File: src/aiffcw_pkg.sv
// Shared types, tags and status codes for the AIFF chunk walker.
`default_nettype none
package aiffcw_pkg;

    typedef enum logic [2:0] {
        PH_FORM,
        PH_FSIZE,
        PH_TYPE,
        PH_CKID,
        PH_CKSIZE,
        PH_BODY,
        PH_DONE,
        PH_DRAIN
    } phase_t;

    typedef enum logic [1:0] {
        CK_OTHER,
        CK_COMM,
        CK_SSND
    } chunk_kind_t;

    typedef enum logic [2:0] {
        OP_NONE,
        OP_WORD,
        OP_SIZE,
        OP_COMM,
        OP_SSND
    } dp_op_t;

    localparam logic [31:0] TAG_FORM = 32'h464F524D;
    localparam logic [31:0] TAG_AIFF = 32'h41494646;
    localparam logic [31:0] TAG_COMM = 32'h434F4D4D;
    localparam logic [31:0] TAG_SSND = 32'h53534E44;

    localparam logic [31:0] COMM_MIN_SIZE = 32'd18;
    localparam logic [31:0] SSND_MIN_SIZE = 32'd8;
    localparam logic [31:0] SSND_HDR_LAST = 32'd7;
    localparam logic [31:0] WORD_LAST     = 32'd3;
    localparam logic [7:0]  RATE_BIAS     = 8'd30;

    localparam logic [3:0] ST_OK        = 4'd0;
    localparam logic [3:0] ST_NO_FORM   = 4'd1;
    localparam logic [3:0] ST_NO_AIFF   = 4'd2;
    localparam logic [3:0] ST_DUP_COMM  = 4'd3;
    localparam logic [3:0] ST_DUP_SSND  = 4'd4;
    localparam logic [3:0] ST_MISSING   = 4'd5;
    localparam logic [3:0] ST_SIZE      = 4'd6;
    localparam logic [3:0] ST_TRUNCATED = 4'd8;
    localparam logic [3:0] ST_MALFORMED = 4'd9;
    localparam logic [3:0] ST_ORDER     = 4'd10;

    typedef struct packed {
        dp_op_t      op;
        logic [31:0] index;
        logic        clear;
    } dp_cmd_t;

    typedef struct packed {
        logic [31:0] word;
        logic        chunk_last;
        logic        depth_bad;
        logic        ssnd_overflow;
        logic        sample_fire;
        logic        size_mismatch;
    } dp_stat_t;

    typedef struct packed {
        logic       sample_fire;
        logic       status_fire;
        logic [3:0] status;
    } emit_t;

endpackage
`default_nettype wire

File: src/aiffcw_ctrl.sv
// Chunk walk controller: phase, byte counts, chunk order and error tracking.
`default_nettype none
module aiffcw_ctrl (
    input  wire logic                clk,
    input  wire logic                rst_n,
    input  wire logic                take,
    input  wire logic                end_of_file,
    input  wire aiffcw_pkg::dp_stat_t stat,
    output aiffcw_pkg::dp_cmd_t      cmd,
    output aiffcw_pkg::emit_t        emit
);

    aiffcw_pkg::phase_t      phase_reg, phase_next;
    aiffcw_pkg::chunk_kind_t kind_reg, kind_next;
    logic [31:0] cnt_reg, cnt_next;
    logic [31:0] form_rem_reg, form_rem_next;
    logic        comm_seen_reg, comm_seen_next;
    logic        ssnd_seen_reg, ssnd_seen_next;
    logic [3:0]  err_reg, err_next;
    logic [3:0]  final_status;

    always_comb
    begin
        logic [3:0] code;
        logic       fail;
        logic       end_chunk;
        phase_next     = phase_reg;
        kind_next      = kind_reg;
        cnt_next       = cnt_reg;
        form_rem_next  = form_rem_reg;
        comm_seen_next = comm_seen_reg;
        ssnd_seen_next = ssnd_seen_reg;
        err_next       = err_reg;
        code           = aiffcw_pkg::ST_OK;
        fail           = 1'b0;
        end_chunk      = 1'b0;
        final_status   = aiffcw_pkg::ST_OK;
        if (take)
        begin
            if ((phase_reg == aiffcw_pkg::PH_TYPE || phase_reg == aiffcw_pkg::PH_CKID ||
                 phase_reg == aiffcw_pkg::PH_CKSIZE || phase_reg == aiffcw_pkg::PH_BODY) &&
                form_rem_reg != 32'd0)
            begin
                form_rem_next = form_rem_reg - 32'd1;
            end
            case (phase_reg)
                aiffcw_pkg::PH_FORM, aiffcw_pkg::PH_FSIZE, aiffcw_pkg::PH_TYPE,
                aiffcw_pkg::PH_CKID, aiffcw_pkg::PH_CKSIZE:
                begin
                    if (cnt_reg != aiffcw_pkg::WORD_LAST)
                    begin
                        cnt_next = cnt_reg + 32'd1;
                    end
                    else
                    begin
                        cnt_next = 32'd0;
                        case (phase_reg)
                            aiffcw_pkg::PH_FORM:
                            begin
                                if (stat.word == aiffcw_pkg::TAG_FORM)
                                    phase_next = aiffcw_pkg::PH_FSIZE;
                                else
                                begin
                                    fail = 1'b1;
                                    code = aiffcw_pkg::ST_NO_FORM;
                                end
                            end
                            aiffcw_pkg::PH_FSIZE:
                            begin
                                form_rem_next = stat.word;
                                phase_next    = aiffcw_pkg::PH_TYPE;
                            end
                            aiffcw_pkg::PH_TYPE:
                            begin
                                if (stat.word == aiffcw_pkg::TAG_AIFF)
                                    phase_next = aiffcw_pkg::PH_CKID;
                                else
                                begin
                                    fail = 1'b1;
                                    code = aiffcw_pkg::ST_NO_AIFF;
                                end
                            end
                            aiffcw_pkg::PH_CKID:
                            begin
                                phase_next = aiffcw_pkg::PH_CKSIZE;
                                if (stat.word == aiffcw_pkg::TAG_COMM)
                                begin
                                    if (comm_seen_reg)
                                    begin
                                        fail = 1'b1;
                                        code = aiffcw_pkg::ST_DUP_COMM;
                                    end
                                    else
                                    begin
                                        comm_seen_next = 1'b1;
                                        kind_next      = aiffcw_pkg::CK_COMM;
                                    end
                                end
                                else if (stat.word == aiffcw_pkg::TAG_SSND)
                                begin
                                    if (ssnd_seen_reg)
                                    begin
                                        fail = 1'b1;
                                        code = aiffcw_pkg::ST_DUP_SSND;
                                    end
                                    else if (!comm_seen_reg)
                                    begin
                                        fail = 1'b1;
                                        code = aiffcw_pkg::ST_ORDER;
                                    end
                                    else
                                    begin
                                        ssnd_seen_next = 1'b1;
                                        kind_next      = aiffcw_pkg::CK_SSND;
                                    end
                                end
                                else
                                begin
                                    kind_next = aiffcw_pkg::CK_OTHER;
                                end
                            end
                            default:
                            begin
                                if ((kind_reg == aiffcw_pkg::CK_COMM &&
                                     stat.word < aiffcw_pkg::COMM_MIN_SIZE) ||
                                    (kind_reg == aiffcw_pkg::CK_SSND &&
                                     stat.word < aiffcw_pkg::SSND_MIN_SIZE))
                                begin
                                    fail = 1'b1;
                                    code = aiffcw_pkg::ST_MALFORMED;
                                end
                                else if (stat.word == 32'd0)
                                    end_chunk = 1'b1;
                                else
                                    phase_next = aiffcw_pkg::PH_BODY;
                            end
                        endcase
                    end
                end
                aiffcw_pkg::PH_BODY:
                begin
                    if (cnt_reg == aiffcw_pkg::SSND_HDR_LAST &&
                        ((kind_reg == aiffcw_pkg::CK_COMM && stat.depth_bad) ||
                         (kind_reg == aiffcw_pkg::CK_SSND && stat.ssnd_overflow)))
                    begin
                        fail = 1'b1;
                        code = aiffcw_pkg::ST_MALFORMED;
                    end
                    else if (stat.chunk_last)
                        end_chunk = 1'b1;
                    else
                        cnt_next = cnt_reg + 32'd1;
                end
                default:
                begin
                end
            endcase
            if (end_chunk)
            begin
                phase_next = (form_rem_next == 32'd0) ? aiffcw_pkg::PH_DONE
                                                      : aiffcw_pkg::PH_CKID;
                cnt_next   = 32'd0;
            end
            if (fail)
            begin
                if (err_reg == aiffcw_pkg::ST_OK)
                    err_next = code;
                phase_next = aiffcw_pkg::PH_DRAIN;
            end
            if (err_next != aiffcw_pkg::ST_OK)
                final_status = err_next;
            else if (phase_next != aiffcw_pkg::PH_DONE)
                final_status = aiffcw_pkg::ST_TRUNCATED;
            else if (!comm_seen_next || !ssnd_seen_next)
                final_status = aiffcw_pkg::ST_MISSING;
            else if (stat.size_mismatch)
                final_status = aiffcw_pkg::ST_SIZE;
            if (end_of_file)
            begin
                phase_next     = aiffcw_pkg::PH_FORM;
                kind_next      = aiffcw_pkg::CK_OTHER;
                cnt_next       = 32'd0;
                form_rem_next  = 32'd0;
                comm_seen_next = 1'b0;
                ssnd_seen_next = 1'b0;
                err_next       = aiffcw_pkg::ST_OK;
            end
        end
    end

    always_comb
    begin
        cmd.op    = aiffcw_pkg::OP_NONE;
        cmd.index = cnt_reg;
        cmd.clear = take & end_of_file;
        if (take)
        begin
            case (phase_reg)
                aiffcw_pkg::PH_FORM, aiffcw_pkg::PH_FSIZE, aiffcw_pkg::PH_TYPE,
                aiffcw_pkg::PH_CKID:
                    cmd.op = aiffcw_pkg::OP_WORD;
                aiffcw_pkg::PH_CKSIZE:
                    cmd.op = (cnt_reg == aiffcw_pkg::WORD_LAST) ? aiffcw_pkg::OP_SIZE
                                                                : aiffcw_pkg::OP_WORD;
                aiffcw_pkg::PH_BODY:
                begin
                    case (kind_reg)
                        aiffcw_pkg::CK_COMM: cmd.op = aiffcw_pkg::OP_COMM;
                        aiffcw_pkg::CK_SSND: cmd.op = aiffcw_pkg::OP_SSND;
                        default:             cmd.op = aiffcw_pkg::OP_NONE;
                    endcase
                end
                default:
                    cmd.op = aiffcw_pkg::OP_NONE;
            endcase
        end
        emit.sample_fire = take & stat.sample_fire;
        emit.status_fire = take & end_of_file;
        emit.status      = final_status;
    end

    always_ff @(posedge clk or negedge rst_n)
    begin
        if (!rst_n)
        begin
            phase_reg     <= aiffcw_pkg::PH_FORM;
            kind_reg      <= aiffcw_pkg::CK_OTHER;
            cnt_reg       <= 32'd0;
            form_rem_reg  <= 32'd0;
            comm_seen_reg <= 1'b0;
            ssnd_seen_reg <= 1'b0;
            err_reg       <= aiffcw_pkg::ST_OK;
        end
        else
        begin
            phase_reg     <= phase_next;
            kind_reg      <= kind_next;
            cnt_reg       <= cnt_next;
            form_rem_reg  <= form_rem_next;
            comm_seen_reg <= comm_seen_next;
            ssnd_seen_reg <= ssnd_seen_next;
            err_reg       <= err_next;
        end
    end

endmodule
`default_nettype wire

File: src/aiffcw_dp.sv
// Datapath: tag word, chunk fields, COMM values, SSND window, samples and rate.
`default_nettype none
module aiffcw_dp (
    input  wire logic                clk,
    input  wire logic                rst_n,
    input  wire logic [7:0]          data_byte,
    input  wire aiffcw_pkg::dp_cmd_t cmd,
    output aiffcw_pkg::dp_stat_t     stat,
    output logic signed [31:0]       sample_next,
    output logic [15:0]              channels_view,
    output logic [31:0]              frames_view,
    output logic [15:0]              depth_view,
    output logic [31:0]              rate_view
);

    logic [31:0] word_reg, word_next;
    logic [31:0] size_reg, size_next;
    logic [15:0] chan_reg, chan_next;
    logic [31:0] frames_reg, frames_next;
    logic [15:0] depth_reg, depth_next;
    logic [7:0]  exp_reg, exp_next;
    logic [31:0] mant_reg, mant_next;
    logic [31:0] off_reg, off_next;
    logic [31:0] block_reg, block_next;
    logic [31:0] sound_reg, sound_next;
    logic [31:0] asm_reg, asm_next;
    logic [2:0]  fs_reg, fs_next;
    logic [47:0] p1_reg;
    logic [50:0] p2_reg;

    logic [32:0] padded;
    logic [33:0] used;
    logic [31:0] rel;
    logic [31:0] asm_new;
    logic [2:0]  nbytes;
    logic [2:0]  fs_inc;
    logic        in_window;
    logic [7:0]  shift_n;
    logic [31:0] rate_shifted;
    logic        rate_round;
    logic [15:0] depth_new;

    assign nbytes    = depth_reg[5:3];
    assign depth_new = {depth_reg[7:0], data_byte};
    assign padded    = {1'b0, size_reg} + {32'd0, size_reg[0]};
    assign used      = {2'b00, off_reg} + {2'b00, block_reg[23:0], data_byte} + 34'd8;
    assign rel       = cmd.index - 32'd8;
    assign in_window = (cmd.index >= 32'd8) && (rel >= off_reg) &&
                       ((rel - off_reg) < sound_reg);
    assign asm_new   = {asm_reg[23:0], data_byte};
    assign fs_inc    = fs_reg + 3'd1;

    always_comb
    begin
        case (nbytes)
            3'd1:    sample_next = {{24{asm_new[7]}}, asm_new[7:0]};
            3'd2:    sample_next = {{16{asm_new[15]}}, asm_new[15:0]};
            3'd3:    sample_next = {{8{asm_new[23]}}, asm_new[23:0]};
            default: sample_next = asm_new;
        endcase
    end

    always_comb
    begin
        stat.word          = {word_reg[23:0], data_byte};
        stat.chunk_last    = ({1'b0, cmd.index} + 33'd1) == padded;
        stat.depth_bad     = (depth_new[15:3] == 13'd0) || (depth_new[15:3] > 13'd4);
        stat.ssnd_overflow = used > {2'b00, size_reg};
        stat.sample_fire   = (cmd.op == aiffcw_pkg::OP_SSND) && in_window &&
                             (fs_inc >= nbytes);
        stat.size_mismatch = p2_reg != {19'd0, sound_reg};
    end

    always_comb
    begin
        word_next   = word_reg;
        size_next   = size_reg;
        chan_next   = chan_reg;
        frames_next = frames_reg;
        depth_next  = depth_reg;
        exp_next    = exp_reg;
        mant_next   = mant_reg;
        off_next    = off_reg;
        block_next  = block_reg;
        sound_next  = sound_reg;
        asm_next    = asm_reg;
        fs_next     = fs_reg;
        case (cmd.op)
            aiffcw_pkg::OP_WORD:
                word_next = stat.word;
            aiffcw_pkg::OP_SIZE:
            begin
                word_next = stat.word;
                size_next = stat.word;
            end
            aiffcw_pkg::OP_COMM:
            begin
                if (cmd.index < 32'd2)
                    chan_next = {chan_reg[7:0], data_byte};
                else if (cmd.index < 32'd6)
                    frames_next = {frames_reg[23:0], data_byte};
                else if (cmd.index < 32'd8)
                    depth_next = depth_new;
                else if (cmd.index == 32'd9)
                    exp_next = data_byte;
                else if (cmd.index >= 32'd10 && cmd.index < 32'd14)
                    mant_next = {mant_reg[23:0], data_byte};
            end
            aiffcw_pkg::OP_SSND:
            begin
                if (cmd.index < 32'd4)
                    off_next = {off_reg[23:0], data_byte};
                else if (cmd.index < 32'd8)
                begin
                    block_next = {block_reg[23:0], data_byte};
                    if (cmd.index == aiffcw_pkg::SSND_HDR_LAST)
                        sound_next = size_reg - used[31:0];
                end
                else if (in_window)
                begin
                    asm_next = asm_new;
                    fs_next  = (fs_inc >= nbytes) ? 3'd0 : fs_inc;
                end
            end
            default:
            begin
            end
        endcase
    end

    always_comb
    begin
        shift_n      = aiffcw_pkg::RATE_BIAS - exp_next;
        rate_shifted = mant_next >> shift_n;
        rate_round   = 1'b0;
        if (shift_n != 8'd0)
            rate_round = ((mant_next >> (shift_n - 8'd1)) & 32'd1) != 32'd0;
        rate_view     = rate_shifted + {31'd0, rate_round};
        channels_view = chan_next;
        frames_view   = frames_next;
        depth_view    = depth_next;
    end

    always_ff @(posedge clk or negedge rst_n)
    begin
        if (!rst_n)
        begin
            word_reg   <= 32'd0;
            size_reg   <= 32'd0;
            chan_reg   <= 16'd0;
            frames_reg <= 32'd0;
            depth_reg  <= 16'd0;
            exp_reg    <= 8'd0;
            mant_reg   <= 32'd0;
            off_reg    <= 32'd0;
            block_reg  <= 32'd0;
            sound_reg  <= 32'd0;
            asm_reg    <= 32'd0;
            fs_reg     <= 3'd0;
            p1_reg     <= 48'd0;
            p2_reg     <= 51'd0;
        end
        else
        begin
            p1_reg <= frames_reg * chan_reg;
            p2_reg <= ({51{nbytes[0]}} & {3'd0, p1_reg}) +
                      ({51{nbytes[1]}} & {2'd0, p1_reg, 1'b0}) +
                      ({51{nbytes[2]}} & {1'b0, p1_reg, 2'b00});
            if (cmd.clear)
            begin
                word_reg   <= 32'd0;
                size_reg   <= 32'd0;
                chan_reg   <= 16'd0;
                frames_reg <= 32'd0;
                depth_reg  <= 16'd0;
                exp_reg    <= 8'd0;
                mant_reg   <= 32'd0;
                off_reg    <= 32'd0;
                block_reg  <= 32'd0;
                sound_reg  <= 32'd0;
                asm_reg    <= 32'd0;
                fs_reg     <= 3'd0;
            end
            else
            begin
                word_reg   <= word_next;
                size_reg   <= size_next;
                chan_reg   <= chan_next;
                frames_reg <= frames_next;
                depth_reg  <= depth_next;
                exp_reg    <= exp_next;
                mant_reg   <= mant_next;
                off_reg    <= off_next;
                block_reg  <= block_next;
                sound_reg  <= sound_next;
                asm_reg    <= asm_next;
                fs_reg     <= fs_next;
            end
        end
    end

endmodule
`default_nettype wire

File: src/aiff_chunk_walker.sv
// Top level: AIFF chunk walker with controller, datapath and result register.
`default_nettype none
// Takes an AIFF file one byte per item and returns decoded samples, then one
// final status item flagged last on the byte marked end_of_file; the block
// then rearms for the next file. A byte that yields no result is taken every
// cycle while no result waits in the output register. A byte that yields
// results is followed by data_stall until they are delivered: one result
// frees the input in the cycle after it is taken; for a sample plus status
// on the same byte the output register holds the status pending behind it.
module aiff_chunk_walker (
    input  wire logic               clk,
    input  wire logic               rst_n,
    input  wire logic               data_valid,
    output logic                    data_stall,
    input  wire logic [7:0]         data_byte,
    input  wire logic               end_of_file,
    output logic                    result_valid,
    input  wire logic               result_stall,
    output logic                    kind,
    output logic signed [31:0]      sample_value,
    output logic [3:0]              status,
    output logic [15:0]             channel_count,
    output logic [31:0]             frame_count,
    output logic [15:0]             bit_depth,
    output logic [31:0]             sample_rate,
    output logic                    last
);

    aiffcw_pkg::dp_cmd_t  cmd;
    aiffcw_pkg::dp_stat_t stat;
    aiffcw_pkg::emit_t    emit;
    logic               take;
    logic signed [31:0] sample_next;
    logic [15:0]        channels_view;
    logic [31:0]        frames_view;
    logic [15:0]        depth_view;
    logic [31:0]        rate_view;

    logic               valid_reg, valid_next;
    logic               pend_reg, pend_next;
    logic [3:0]         pend_status_reg, pend_status_next;
    logic               kind_reg, kind_next;
    logic signed [31:0] value_reg, value_next;
    logic [3:0]         status_reg, status_next;
    logic               last_reg, last_next;
    logic [15:0]        chan_reg, chan_next;
    logic [31:0]        frames_reg, frames_next;
    logic [15:0]        depth_reg, depth_next;
    logic [31:0]        rate_reg, rate_next;

    assign data_stall = valid_reg | pend_reg;
    assign take       = data_valid & ~data_stall;

    aiffcw_ctrl u_ctrl (
        .clk         (clk),
        .rst_n       (rst_n),
        .take        (take),
        .end_of_file (end_of_file),
        .stat        (stat),
        .cmd         (cmd),
        .emit        (emit)
    );

    aiffcw_dp u_dp (
        .clk           (clk),
        .rst_n         (rst_n),
        .data_byte     (data_byte),
        .cmd           (cmd),
        .stat          (stat),
        .sample_next   (sample_next),
        .channels_view (channels_view),
        .frames_view   (frames_view),
        .depth_view    (depth_view),
        .rate_view     (rate_view)
    );

    always_comb
    begin
        valid_next       = valid_reg;
        pend_next        = pend_reg;
        pend_status_next = pend_status_reg;
        kind_next        = kind_reg;
        value_next       = value_reg;
        status_next      = status_reg;
        last_next        = last_reg;
        chan_next        = chan_reg;
        frames_next      = frames_reg;
        depth_next       = depth_reg;
        rate_next        = rate_reg;
        if (valid_reg && !result_stall)
        begin
            valid_next = pend_reg;
            if (pend_reg)
            begin
                pend_next   = 1'b0;
                kind_next   = 1'b1;
                value_next  = 32'sd0;
                status_next = pend_status_reg;
                last_next   = 1'b1;
            end
        end
        if (emit.sample_fire || emit.status_fire)
        begin
            valid_next  = 1'b1;
            chan_next   = channels_view;
            frames_next = frames_view;
            depth_next  = depth_view;
            rate_next   = rate_view;
            if (emit.sample_fire)
            begin
                kind_next        = 1'b0;
                value_next       = sample_next;
                status_next      = aiffcw_pkg::ST_OK;
                last_next        = 1'b0;
                pend_next        = emit.status_fire;
                pend_status_next = emit.status;
            end
            else
            begin
                kind_next   = 1'b1;
                value_next  = 32'sd0;
                status_next = emit.status;
                last_next   = 1'b1;
            end
        end
    end

    always_ff @(posedge clk or negedge rst_n)
    begin
        if (!rst_n)
        begin
            valid_reg <= 1'b0;
            pend_reg  <= 1'b0;
        end
        else
        begin
            valid_reg <= valid_next;
            pend_reg  <= pend_next;
        end
    end

    always_ff @(posedge clk)
    begin
        pend_status_reg <= pend_status_next;
        kind_reg        <= kind_next;
        value_reg       <= value_next;
        status_reg      <= status_next;
        last_reg        <= last_next;
        chan_reg        <= chan_next;
        frames_reg      <= frames_next;
        depth_reg       <= depth_next;
        rate_reg        <= rate_next;
    end

    assign result_valid  = valid_reg;
    assign kind          = kind_reg;
    assign sample_value  = value_reg;
    assign status        = status_reg;
    assign channel_count = chan_reg;
    assign frame_count   = frames_reg;
    assign bit_depth     = depth_reg;
    assign sample_rate   = rate_reg;
    assign last          = last_reg;

endmodule
`default_nettype wire

File: config.mk
export PLATFORM = sky130hd
export DESIGN_NAME = aiff_chunk_walker
export DESIGN_NICKNAME = d
export VERILOG_FILES = /design/src/aiffcw_pkg.sv /design/src/aiffcw_ctrl.sv /design/src/aiffcw_dp.sv /design/src/aiff_chunk_walker.sv
export SDC_FILE = /design/constraint.sdc
export NUM_CORES = 2
export LEC_CHECK = 0
export BUFFER_PORTS_ARGS = -buffer_cell sky130_fd_sc_hd__buf_2
export CAP_MARGIN = 10
export CORE_AREA = 3 3 483 485
export DETAILED_ROUTE_END_ITERATION = 7
export DIE_AREA = 0 0 486 488
export SYNTH_ARGS = -nofsm -noshare
export SYNTH_HDL_FRONTEND = slang
export SYNTH_HIERARCHICAL = 1
export SYNTH_SLANG_ARGS = --single-unit
File: constraint.sdc
create_clock -name clk -period 23 [get_ports clk]
set_input_delay 0 -clock clk [delete_from_list [all_inputs] [get_ports clk]]
set_output_delay 0 -clock clk [all_outputs]
set_load 0.005 [all_outputs]
==> key figures <==
Status
  – Outcome: complete, no violations

Floorplanning
  – Starting Density: 0.249
  – Core Region: 0.230 mm2
  – IO Pins: 149
  – Row count: 176
  – Die Span Y: 488 um
  – Die ar.: 0.237 mm2
  – Die Wd: 486 um

Timing
  – Min Tclk post-route: 10.67 ns
  – Final-report setup violation count: 0
  – RSZ-0062 raised after global routing: no
  – Final worst-path cycle share: 0.464
  – Clock Skews: 0.0248 ns
  – Final Hold Viols: 0
  – Least-Margin Pin Slew: 1.23 ns
  – Rel. slew slack: 0.181
  – Max-slew violations: 0
  – Fin Setup TNS: 0 ns
  – FMAX: 93.7 MHz

Run
  – Max Cap Violations: 0

Layout
  – Nets: 7,264
  – Area Overhead vs Synth: 11.1%
  – Commonest non-fill, non-tap cell in the layout: nand2_1
  – Non-filler instance count after layout: 9,491
  – Max reg flops: 51
  – Share of cells above drive strength 1: 0.0806
  – Commonest non-fill, non-tap cells in the layout: 1,001 x nand2_1, 715 x inv_1, 468 x fa_1, 447 x dfrtp_1, 375 x ha_1

Detailed routing
  – Vias per Instance: 4.99
  – Drc violations: 0
  – DR iter-0 viols: 4,637
  – Number of iterations in the first detailed-routing pass: 6
  – Via count: 47,400
  – Detail Route Antenna Nets: 0
  – Final wirelength: 192,000 um
  – Drt wl/cell: 20.2 um

Setup path
  – CP max stage delay: 0.84 ns
  – Critical Path Fanout Max: 61
  – Slowest stage cell, crit path: nor3_2
  – Critical R2R Capture: sample_rate[21]$_DFFE_PP_
  – Reg2Reg Setup Slack: 12.33 ns
  – WP data required: 23.44 ns
  – Worst path depth: 28
  – Reg2Reg Depth: 28
  – Critical path launch point type: flip-flop
  – CP bufs+invs: 1
  – Crit path DAT: 11.10 ns
  – Largest delay share family, worst path: simple AND/OR/NAND/NOR gates
  – R2R Path Start: u_ctrl/cnt_reg[1]$_DFFE_PN0P_
  – Crit. End Element: flip-flop
  – Crit Path Class: flip-flop to flip-flop

Clock network
  – Root Buffer: clkbuf_16
  – H-tree depth: 3
  – Clk slew on worst S/H paths: 0.06 ns
  – Clk buf depth: 3
  – Post-CTS setup buffers: 0
  – CTS sink cnt: 588
  – Cts repair resizes: 0
  – CTS tree: done
  – Clk_lat worst skew: 0.68 ns
  – TritonCTS buffer count: 69

Yosys
  – Post-synth top area share: 0.197
  – Synth top area cells: dfrtp_1 20%, fa_1 16%, ha_1 8.2%, edfxtp_1 7.2%, nand2_1 6.6%
  – Cell taking the most area after synthesis: dfrtp_1
  – Mapped Nets: 7,281
  – Cell variety after synth: 107
  – Register area share after synthesis: 0.269
  – Mapped cell area: 0.0572 mm2
  – Avg Synthesized Cell Area: 8.90 um2
  – Cells after Synth: 6,425
  – Synth Warn #: 6
  – Synth Register Bits: 588
  – FFs w/ async S/R, synth: 0.767
  – Top FF cell, synth: dfrtp_1
  – EDFF count, synth: 137

Global routing
  – Number of global-route vias before repair: 47,300
  – Tot GR Track Use: 0.158
  – First-pass GRT wire length: 291,000 um
  – Largest net degree at the start of global routing: 106
  – Initial antenna violation count: 9
  – Overflow after GRT: 0

Pwr
  – Max VDD drop: 0.0475 mV
  – Leak: 29.3 nW
  – Power Density: 43.3 mW/mm2

Hold path
  – Worst Hold End: u_dp/block_reg[2]$_DFFE_PN0P_
  – Hold path start: data_byte[2]
  – Worst hold-check path type: input pin to flip-flop
  – Hold Path Stages: 4

Placed design
  – Detailed Place HPWL: 145,000 um
  – Gpl congestion: 0.953
  – Placed cell count: 9,351
  – Port bufs: 148
[worst register-to-register path: cells and delay by family, from the launching register on]
kind | cells | cell delay, ns
AOI/OAI and AO/OA | 5 | 1.05
xor gates and xnor gates | 2 | 0.72
adders and majority gates | 3 | 0.86
buffers and inverters | 1 | 0.57
DFF | 1 | 0.57
muxes | 3 | 1.29
and+or+nand+nor | 14 | 5.37
[cells by family (layout without fill, tap and decap cells)]
| group | count (synthesis) | in the layout | share of synthesized area |
|---|---|---|---|
| mux | 202 | 202 | 0.0400 |
| flops | 588 | 588 | 0.269 |
| fa+ha+maj | 843 | 843 | 0.246 |
| xor+xnor | 378 | 378 | 0.0580 |
| buf+inv | 1053 | 1092 | 0.0722 |
| simple gates | 2307 | 2307 | 0.196 |
| compound gates | 1054 | 1054 | 0.119 |
| other cells | 0 | 1 | 0 |
[worst max path at each step]
stage	to	slack, ns	from
finish	sample_rate[21]$_DFFE_PP_	12.33	u_ctrl/cnt_reg[1]$_DFFE_PN0P_
detailed placement	sample_rate[21]$_DFFE_PP_	12.76	u_ctrl/cnt_reg[1]$_DFFE_PN0P_
CTS	sample_rate[21]$_DFFE_PP_	12.68	u_ctrl/cnt_reg[1]$_DFFE_PN0P_
global route	sample_rate[21]$_DFFE_PP_	11.71	u_ctrl/cnt_reg[1]$_DFFE_PN0P_
floorplan	sample_rate[21]$_DFFE_PP_	14.24	pend_reg$_DFF_PN0_
global placement	sample_rate[21]$_DFFE_PP_	13.00	u_ctrl/cnt_reg[1]$_DFFE_PN0P_
[cell type report]
| type | instances | area [um2] |
|---|---|---|
| Fill cell | 24300 | 166000 |
| Sequential cell | 588 | 15400 |
| Clock buffer | 94 | 1990 |
| Multi-Input combinational cell | 4784 | 37800 |
| Timing Repair Buffer | 248 | 1550 |
| Tap cell | 3026 | 3790 |
| Inverter | 717 | 2700 |
| Clock inverter | 33 | 359 |
| Antenna cell | 1 | 2.50 |
[stage by stage]
| stage | worst slack (ns) | util | cell area [um2] | power, W | hold slack [ns] |
|---|---|---|---|---|---|
| floorplan | 14.24 | - | 57200 | 0.00142 | -0.296 |
| global route | 11.71 | 0.277 | 63600 | 0.00285 | 0.0549 |
| global placement | 13.00 | 0.266 | 61100 | 0.00160 | 0.0332 |
| detailed placement | 12.76 | 0.266 | 61100 | 0.00160 | 0.0266 |
| finish | 12.33 | 0.277 | 63600 | 0.00275 | 0.0748 |
| CTS | 12.68 | 0.277 | 63600 | 0.00277 | 0.0236 |
[synthesized netlist by cell type (52+ instances only)]
cell,count
a21o_1,126
a21oi_1,339
and2_1,220
and3_1,52
clkbuf_1,282
dfrtp_1,451
edfxtp_1,137
fa_1,468
ha_1,375
inv_1,716
mux2_2,80
mux2i_1,107
nand2_1,1001
nand2b_1,56
nand3_1,128
nand4_1,76
nor2_1,310
nor2b_1,114
nor3_1,115
nor4_1,62
o21ai_0,195
xnor2_1,242
xor2_1,135
[timing repair]
item,4_1_cts,5_1_grt
endpoints found under the setup margin,0,0
hold buffers,12,0
hold endpoints to repair,102,0
[per-layer routing]
metal / vias to the layer above / track usage / share of wire
met5: - / 0 / 0.000068
met4: 2 / 0.0570 / 0.040
met3: 396 / 0.0251 / 0.067
met2: 1834 / 0.255 / 0.46
met1: 23700 / 0.213 / 0.43
li1: 21400 / - / -
[power by group]
group / switching (W) / leakage (nW) / internal (W)
sequential: 0.0000504 / 7.56 / 0.00109
combinational: 0.000313 / 20.6 / 0.000136
clock: 0.000489 / 1.14 / 0.000669
total: 0.000852 / 29.3 / 0.00190
Power figures use the tool's default switching activity.
